[src/hw/rtl/arbs_pkg.sv]
// Shared types, constants and the distance table of the blob splatter.
// Used by the controller, the datapath, the top level and the checker.
package arbs_pkg;

    // Default sizes, overridable by top-level parameters
    localparam int unsigned DEF_MAX_RADIUS = 5;
    localparam int unsigned DEF_MAX_WIDTH  = 128;
    localparam int unsigned DEF_MAX_HEIGHT = 128;

    // Field and register widths
    localparam int unsigned CFG_W     = 8;
    localparam int unsigned CFG_IDX_W = 2;
    localparam int unsigned REQ_W     = 2;
    localparam int unsigned POS_W     = 10;
    localparam int unsigned LIFE_W    = 9;
    localparam int unsigned PIX_W     = 8;
    localparam int unsigned CNT_W     = 7;
    localparam int unsigned MIR_W     = 2;

    // Fraction bits of life and of distances (Q.8)
    localparam int unsigned FRAC_W = 8;
    // Offsets up to 7 cover the whole radius range of the table
    localparam int unsigned OFF_TAB_W = 3;
    // Distances and radii in Q.8 below 16.0 fit 12 bits
    localparam int unsigned DIST_W = 12;
    localparam int unsigned RAD_W  = 12;
    // Amount is 3*diff/(8*R), done as a multiply by a scaled reciprocal
    localparam int unsigned RECIP_SHIFT = 20;

    localparam logic [LIFE_W-1:0] LIFE_ONE    = LIFE_W'(256);
    localparam logic [PIX_W-1:0]  PIX_MAX     = 8'd255;
    localparam logic [CNT_W-1:0]  CNT_MAX     = 7'd127;
    localparam logic [CFG_W-1:0]  FRAME_W_RST = 8'd128;
    localparam logic [CFG_W-1:0]  FRAME_H_RST = 8'd128;
    localparam logic [MIR_W-1:0]  MIR_LAST    = 2'b11;

    // Configuration register indexes
    localparam logic [CFG_IDX_W-1:0] CFG_FRAME_WIDTH  = CFG_IDX_W'(0);
    localparam logic [CFG_IDX_W-1:0] CFG_FRAME_HEIGHT = CFG_IDX_W'(1);

    // Request codes; the fourth code is not a request and does nothing
    typedef enum logic [REQ_W-1:0] {
        REQ_SPLAT = 2'd0,
        REQ_READ  = 2'd1,
        REQ_WRITE = 2'd2
    } req_t;

    // Controller states
    typedef enum logic [2:0] {
        ST_CLEAR,
        ST_IDLE,
        ST_SCAN,
        ST_DRAIN,
        ST_DONE
    } state_t;

    // Controller to datapath commands
    typedef struct packed {
        logic clear_step;
        logic load;
        logic slot_step;
        logic result_load;
    } ctrl_cmd_t;

    // Datapath to controller status
    typedef struct packed {
        logic clear_last;
        logic scan_last;
        logic pipe_busy;
    } dp_status_t;

    // round(256*sqrt(a*a+b*b)) indexed by {a, b}
    typedef logic [(1 << (2 * OFF_TAB_W))-1:0][DIST_W-1:0] dist_tab_t;

    function automatic dist_tab_t build_dist_tab();
        dist_tab_t   tab;
        int unsigned v;
        int unsigned r;
        int unsigned t;
        tab = '0;
        for (int a = 0; a < (1 << OFF_TAB_W); a++) begin
            for (int b = 0; b < (1 << OFF_TAB_W); b++) begin
                v = unsigned'(a * a + b * b) * 32'd65536;
                r = 0;
                // Largest r with r*r <= v, one bit at a time
                for (int k = DIST_W - 1; k >= 0; k--) begin
                    t = r | (32'd1 << k);
                    if (t * t <= v) begin
                        r = t;
                    end
                end
                // Round to nearest
                if (v - r * r > r) begin
                    r = r + 1;
                end
                tab[a * (1 << OFF_TAB_W) + b] = DIST_W'(r);
            end
        end
        return tab;
    endfunction

    localparam dist_tab_t DIST_TAB = build_dist_tab();

endpackage

[src/hw/rtl/arbs_ctrl.sv]
// Controller state machine of the blob splatter: clearing pass, scan, drain, result.
// Depends on arbs_pkg for the state enum and the command/status structs.
module arbs_ctrl (
    input  logic                   clk,
    input  logic                   rst_n,
    input  logic                   in_valid,
    output logic                   in_ready,
    output logic                   out_valid,
    input  logic                   out_ready,
    input  arbs_pkg::dp_status_t   status,
    output arbs_pkg::ctrl_cmd_t    cmd
);

    import arbs_pkg::*;

    state_t state_reg;
    state_t state_next;
    logic   out_valid_reg;
    logic   out_valid_next;

    // Hold state and the output valid flag
    always_ff @(posedge clk or negedge rst_n)
    begin
        if (!rst_n)
        begin
            state_reg     <= ST_CLEAR;
            out_valid_reg <= 1'b0;
        end
        else
        begin
            state_reg     <= state_next;
            out_valid_reg <= out_valid_next;
        end
    end

    // Next state and commands
    always_comb
    begin
        state_next     = state_reg;
        cmd            = '0;
        in_ready       = 1'b0;
        out_valid_next = out_valid_reg;
        if (out_valid_reg && out_ready)
        begin
            out_valid_next = 1'b0;
        end
        case (state_reg)
            ST_CLEAR:
            begin
                cmd.clear_step = 1'b1;
                if (status.clear_last)
                begin
                    state_next = ST_IDLE;
                end
            end
            ST_IDLE:
            begin
                in_ready = 1'b1;
                if (in_valid)
                begin
                    cmd.load   = 1'b1;
                    state_next = ST_SCAN;
                end
            end
            ST_SCAN:
            begin
                cmd.slot_step = 1'b1;
                if (status.scan_last)
                begin
                    state_next = ST_DRAIN;
                end
            end
            ST_DRAIN:
            begin
                if (!status.pipe_busy)
                begin
                    state_next = ST_DONE;
                end
            end
            ST_DONE:
            begin
                // Load the result once the output register is free
                if (!out_valid_reg || out_ready)
                begin
                    cmd.result_load = 1'b1;
                    out_valid_next  = 1'b1;
                    state_next      = ST_IDLE;
                end
            end
            default:
            begin
                state_next = ST_IDLE;
            end
        endcase
    end

    assign out_valid = out_valid_reg;

endmodule

[config.mk]
export PLATFORM = sky130hd
export DESIGN_NAME = arbs_ctrl
export DESIGN_NICKNAME = d
export VERILOG_FILES = /design/src/hw/rtl/arbs_pkg.sv /design/src/hw/rtl/arbs_ctrl.sv
export SDC_FILE = /design/constraint.sdc
export NUM_CORES = 1
export LEC_CHECK = 0
export ABC_CLOCK_PERIOD_IN_PS = 1200
export BUFFER_PORTS_ARGS = -buffer_cell sky130_fd_sc_hd__buf_2
export CELL_PAD_IN_SITES_DETAIL_PLACEMENT = 1
export CELL_PAD_IN_SITES_GLOBAL_PLACEMENT = 2
export CORE_AREA = 2 2 39 41
export CTS_CLUSTER_DIAMETER = 150
export DETAILED_ROUTE_END_ITERATION = 6
export DIE_AREA = 0 0 41 43
export MAX_ROUTING_LAYER = met4
export PLACE_DENSITY_LB_ADDON = 0.25
export SLEW_MARGIN = 10
export SYNTH_ARGS = -nofsm -noshare
export SYNTH_HDL_FRONTEND = slang
export SYNTH_SLANG_ARGS = --single-unit
[constraint.sdc]
create_clock -name clk -period 1.2 [get_ports clk]
set_input_delay 0 -clock clk [delete_from_list [all_inputs] [get_ports clk]]
set_output_delay 0 -clock clk [all_outputs]
set_load 0.02 [all_outputs]
==> metrics.md, run 1 <==
| Metric | Value |
|---|---|
| Status | `finished clean` |
| Setup crit end kind | `output pin` |
| Clock H-tree levels | `1` |
| WL final | `674 µm` |
| Worst IR Drop VDD | `598 µV` |
| Post-layout util | `0.272` |
| P per Cell Area | `2440 nW/µm²` |
| Chip width | `41 µm` |
| Overflow after GRT | `0` |
| Clock root cell | `clkbuf_4` |
| Top cells by area, synth | `dfrtp_1 41%, nand2b_1 7.7%, nand2b_4 5.6%` |
| Final Instance Area | `377 µm²` |
| Chain of cells forming the critical path | `nor2_4 > and3_1 > buf_4` |
| Unique masters post-synth | `18` |
| Worst-skew pair later-pin latency | `0.23 ns` |
| Core Region | `1380 µm²` |
| Largest net degree at the start of global routing | `9` |
| Mapped Nets | `33` |
| Hold WC Path Type | `in2reg` |
| M2 GR Usage | `0.122` |
| Initial antenna violation count | `0` |
| Number of top-level pins | `13` |
| Final HPWL DP | `516 µm` |
| Starting Density | `0.176` |
| GRT Overall Usage | `0.0961` |
| Max reg flops | `3` |
| Pre-Repair DR Iteration Count | `3` |
| Worst Setup Start Kind | `register` |
| Worst-path clk slew | `0.04 ns` |
| CP required | `1.20 ns` |
| Fin Hold WS | `0.0648 ns` |
| Number of global-route vias before repair | `263` |
| Synth warn | `0` |
| Fin. max-slew vios | `0` |
| Final Cycle Share | `0.954` |
| Unrepaired setup endpoints after global routing | `no` |
| Syn Inst Count | `26` |
| Most frequent cells after synthesis | `4 x dfrtp_1, 3 x nand2b_1, 3 x nor2_1, 2 x nand2_1` |
| Crit path kind | `reg2out` |
| Max-slew headroom | `0.777` |
| Share of layout cells above drive strength 1 | `0.548` |
| Wirelength per Cell | `11.6 µm` |
| Critical path's slowest cell | `dfrtp_2` |
| CTS tree | `built` |
| Final clock skew | `0.00239 ns` |
| Met1 GRT Util | `0.117` |
| Worst EP arrival | `1.15 ns` |
| DR iter-0 viols | `1` |
| Clk buf depth | `2` |
| Residual DRC | `0` |
| Tmin final | `1.15 ns` |
| Post-synth EDFFs | `0` |
| Syn-to-layout area delta | `54.4%` |
| Tightest Pin Transition | `0.329 ns` |
| Mean Syn Cell Area | `9.38 µm²` |
| Synth Flop Type | `dfrtp_1` |
| Final hold vios | `0` |
| Leading area contributor after synthesis | `dfrtp_1` |
| Die area | `1760 µm²` |
| Post-synthesis sequential area ratio | `0.410` |
| N_diodes | `0` |
| CTS buffer count | `3` |
| Post-CTS Setup Bufs | `0` |
| Met3 GRT Util | `0.0314` |
| Via/cell ratio | `4.22` |
| Crit path max fanout | `8` |
| Post-Place Cell Area | `324 µm²` |
| Ys async rst share | `1.00` |
| ANT nets after route | `0` |
| #FFs+latches synth | `4` |
| Leakage | `0.185 nW` |
| Final nets | `51` |
| Max stage delay on crit path | `0.45 ns` |
| Top-area cell type share of the netlist area | `0.410` |
| Routability congestion estimate | `0.696` |
| Max-Cap Viols | `0` |
| Die height | `43 µm` |
| Fmax | `873 MHz` |
| TritonCTS Sinks | `4` |
| Buffers on Ports | `12` |
| Cell Rows | `14` |
| Final setup fails | `0` |
| Synth Cell Area | `244 µm²` |
| Vias | `245` |
| Most frequent cell after synthesis | `dfrtp_1` |
| Grt peak-use layer | `met2` |
| First-pass GRT wire length | `1060 µm` |
stage by stage:
| stage | worst slack (ns) | cells | total power [mW] | setup TNS [ns] |
|---|---|---|---|---|
| 6_report | 0.0546 | 58 | 0.917 | 0 |
| 2_1_floorplan | 0.168 | 26 | 0.557 | 0 |
| 3_5_place_dp | 0.115 | 54 | 0.696 | 0 |
| 3_3_place_gp | 0.108 | 54 | 0.690 | 0 |
| 5_1_grt | 0.00552 | 58 | 0.987 | 0 |
| 4_1_cts | -0.0211 | 58 | 0.885 | -0.0484 |
layout make-up:
| class | count | area (µm²) |
|---|---|---|
| fill | 168 | 1010 |
| multi-input combinational | 20 | 148 |
| inverter | 1 | 3.75 |
| timing repair buffer | 14 | 80.1 |
| sequential | 4 | 103 |
| clock buffer | 3 | 22.5 |
| tap | 16 | 20.0 |
logic make-up (layout without fill, tap and decap cells):
family          Yosys count  count (layout)  synth area share
buf+inv                   2              18            0.0462
flops                     4               4             0.410
simple gates             14              14             0.349
compound gates            5               5             0.154
mux                       1               1            0.0410
worst max-delay path, delay by kind of cell, from the launching register on:
family	cells	cell delay, ns
buf+inv	1	0.14
simple gates	2	0.32
flops	1	0.45
placed cells by master (no fill, tap or decap), types with 2 or more instances in the layout:
cell,n
buf_2,11
buf_4,2
clkbuf_4,3
dfrtp_1,2
dfrtp_2,2
nand2_1,2
nand2b_1,2
nand2b_4,2
nor2_1,2
timing repair:
action	CTS	global route
hold buffers	1	0
gates cloned	0	0
gates resized for setup	1	5
hold endpoints to repair	4	0
endpoints found under the setup margin	3	3
pin swaps	0	1
per-layer routing:
| metal | vias up | share of wire |
|---|---|---|
| met3 | 0 | 0.065 |
| met5 | - | 0 |
| met2 | 8 | 0.52 |
| li1 | 123 | - |
| met4 | 0 | 0 |
| met1 | 114 | 0.42 |
worst paths after layout:
| check | from | endpoint | slack (ns) | depth (start not counted) |
|---|---|---|---|---|
| max | state_reg[1] | cmd[0] | 0.05 | 3 |
| min reg2reg | out_valid | out_valid | 0.56 | 2 |
| min | status[1] | state_reg[0] | 0.06 | 3 |
| min in group asynchronous | rst_n | state_reg[0] | 0.11 | 2 |
| max in group asynchronous | rst_n | state_reg[1] | 0.96 | 2 |
| max reg2reg | state_reg[1] | state_reg[1] | 0.16 | 3 |
power by group:
part | total [mW] | switching (mW) | internal, mW
clock network | 0.163 | 0.0513 | 0.112
registers | 0.296 | 0.105 | 0.191
logic | 0.458 | 0.248 | 0.211
total | 0.917 | 0.404 | 0.513
(Power assumes the default switching activity.)
==> inputs of run 2 (changes only) <==
--- a/config.mk
+++ b/config.mk
@@ -6,13 +6,14 @@
 export NUM_CORES = 1
 export LEC_CHECK = 0
 export ABC_CLOCK_PERIOD_IN_PS = 1200
-export BUFFER_PORTS_ARGS = -buffer_cell sky130_fd_sc_hd__buf_2
+export BUFFER_PORTS_ARGS = -buffer_cell sky130_fd_sc_hd__buf_4
 export CELL_PAD_IN_SITES_DETAIL_PLACEMENT = 1
 export CELL_PAD_IN_SITES_GLOBAL_PLACEMENT = 2
 export CORE_AREA = 2 2 39 41
 export CTS_CLUSTER_DIAMETER = 150
 export DETAILED_ROUTE_END_ITERATION = 6
 export DIE_AREA = 0 0 41 43
+export GPL_TIMING_DRIVEN = 0
 export MAX_ROUTING_LAYER = met4
 export PLACE_DENSITY_LB_ADDON = 0.25
 export SLEW_MARGIN = 10
==> run 2 against run 1 <==
Maximum frequency is 0.15% lower. Register-to-register slack worse by 0.02 ns. Routed wire length is 6.5% lower. Final cell count stayed put. Via count is 1.6% lower. Die area stayed put. Clock power hardly changed. Count of clock-buffer cells in the layout stayed put. Design area is 12% higher. Setup slack worse by 0.0017 ns. Combinational power is 22% higher. Largest power group unchanged.
==> metrics.md, run 2 (synthesized netlist as in run 1, its figures left out) <==
| Metric | Value |
|---|---|
| Post-CTS Setup Bufs | `0` |
| Reg-to-reg startpoint | `state_reg[2]` |
| Residual DRC | `0` |
| TritonCTS Sinks | `4` |
| CP required | `1.20 ns` |
| Pre-Repair DR Iteration Count | `1` |
| Fin Hold WS | `0.0666 ns` |
| Hold endpoint | `state_reg[0]` |
| Clock power frac | `0.162` |
| Reg-to-reg endpoint | `state_reg[0]` |
| P per Cell Area | `2390 nW/µm²` |
| R2R Setup Slk | `0.14 ns` |
| Share of total power in combinational logic | `0.551` |
| Number of top-level pins | `13` |
| Met1 GRT Util | `0.108` |
| Worst Setup Start Kind | `register` |
| Dpl ws | `0.124 ns` |
| Critical path's slowest cell | `dfrtp_2` |
| HP Start | `status[1]` |
| Max-slew headroom | `0.776` |
| Setup TNS | `0 ns` |
| Fin. max-slew vios | `0` |
| Worst-skew pair later-pin latency | `0.23 ns` |
| First-pass GRT wire length | `966 µm` |
| Worst Path Buf+Inv | `1` |
| Max-Cap Viols | `0` |
| Clk buf depth | `2` |
| Setup crit end kind | `output pin` |
| Max stage delay on crit path | `0.47 ns` |
| GRT Overall Usage | `0.0858` |
| Vias | `241` |
| Met3 GRT Util | `0.0157` |
| Overflow after GRT | `0` |
| WL final | `630 µm` |
| Largest net degree at the start of global routing | `9` |
| M2 GR Usage | `0.119` |
| Initial antenna violation count | `0` |
| Final worst setup slack | `0.0529 ns` |
| Final nets | `51` |
| Max reg flops | `3` |
| Crit path max-delay family | `flip-flops` |
| Hold path cells | `3` |
| Share of layout cells above drive strength 1 | `0.619` |
| Pint | `0.581 mW` |
| Chain of cells forming the critical path | `nor2_4 > and3_1 > buf_4` |
| Worst R2R Path Depth | `3` |
| Most frequent cells in the layout | `12 x buf_4, 3 x clkbuf_4` |
| Chip width | `41 µm` |
| Grt peak-use layer | `met2` |
| Sw frac | `0.424` |
| Post-layout util | `0.306` |
| Worst IR Drop VDD | `830 µV` |
| Cell count along the critical path | `3` |
| CTS buffer count | `3` |
| Starting Density | `0.176` |
| Leading cell type in the layout, fill and taps excluded | `buf_4` |
| Die height | `43 µm` |
| Crit path max fanout | `6` |
| Via/cell ratio | `4.16` |
| Tightest Pin Transition | `0.332 ns` |
| Clock root cell | `clkbuf_4` |
| DR iter-0 viols | `0` |
| Wirelength per Cell | `10.9 µm` |
| Hold WC Path Type | `in2reg` |
| Final setup fails | `0` |
| Worst-path clk slew | `0.04 ns` |
| N_diodes | `0` |
| CTS tree | `built` |
| Fmax | `872 MHz` |
| Final hold vios | `0` |
| Dpl cells | `54` |
| Core Region | `1380 µm²` |
| Final clock skew | `0.00257 ns` |
| Crit path kind | `reg2out` |
| Tmin final | `1.15 ns` |
| Switch Pwr | `0.428 mW` |
| Clock H-tree levels | `1` |
| Unrepaired setup endpoints after global routing | `yes` |
| Status | `finished clean` |
| Cell Rows | `14` |
| Routability congestion estimate | `0.660` |
| Syn-to-layout area delta | `73.3%` |
| Number of global-route vias before repair | `222` |
| Final Cycle Share | `0.956` |
| Leakage | `0.194 nW` |
| Die area | `1760 µm²` |
| Post-Layout Cell Count | `58` |
| ANT nets after route | `0` |
| Worst EP arrival | `1.15 ns` |
| Buffers on Ports | `12` |
| Seq pwr share | `0.287` |
## run 2: cell count changes in the layout (fill, tap and decap cells not counted)
| cell | change |
|---|---|
| buf_2 | -11 |
| buf_4 | +10 |
| nor2_1 | -2 |
| buf_6 | +1 |
| nor2_2 | +1 |
| nor2_4 | +1 |
| nor3b_1 | -1 |
| nor3b_2 | +1 |
## run 2: worst min-delay path, delay by kind of cell
family	cells	cell delay, ns
buffers and inverters	1	0.08
AOI/OAI and AO/OA	1	0.13
and+or+nand+nor	1	0.04
## run 2: through the flow
| step | cell area [µm²] | total power [mW] |
|---|---|---|
| after floorplan | 244 | 0.557 |
| after global placement | 354 | 0.742 |
| after detailed placement | 354 | 0.745 |
| after CTS | 398 | 0.955 |
| after global routing | 423 | 1.08 |
| final | 423 | 1.01 |
## run 2: worst max path at each step
stage | endpoint | startpoint | slack [ns]
final | cmd[0] | state_reg[0] | 0.05
after global routing | cmd[0] | state_reg[0] | -0.0007
after CTS | cmd[0] | state_reg[0] | 0.02
after detailed placement | state_reg[0] | state_reg[2] | 0.12
after global placement | state_reg[0] | state_reg[2] | 0.11
after floorplan | cmd[1] | state_reg[2] | 0.17
## run 2: power by group through the flow
| stage | Sequential [mW] | Combinational [mW] | Clock [mW] |
|---|---|---|---|
| final | 0.290 | 0.557 | 0.163 |
| after global routing | 0.305 | 0.599 | 0.178 |
| after CTS | 0.271 | 0.514 | 0.170 |
| after detailed placement | 0.256 | 0.489 | 0 |
| after global placement | 0.254 | 0.487 | 0 |
| after floorplan | 0.241 | 0.317 | 0 |
## run 2: layout make-up
type / count / area (µm²)
inverters: 1 / 3.75
well taps: 16 / 20.0
multi-input cells: 20 / 163
clock buffers: 3 / 22.5
plain buffers: 1 / 7.51
repair buffers: 13 / 104
fillers: 173 / 961
flip-flops and latches: 4 / 103
## run 2: repair_timing
item	4_1_cts	5_1_grt
gates resized for setup	3	7
setup endpoints to repair	3	4
gates cloned	0	0
endpoints found under the hold margin	4	0
hold buffers	1	0
## run 2: layer usage
| metal | up-vias | wire (µm) |
|---|---|---|
| met5 | - | 0 |
| met4 | 0 | 17 |
| met3 | 2 | 43 |
| met2 | 10 | 281 |
| met1 | 107 | 288 |
| li1 | 122 | - |
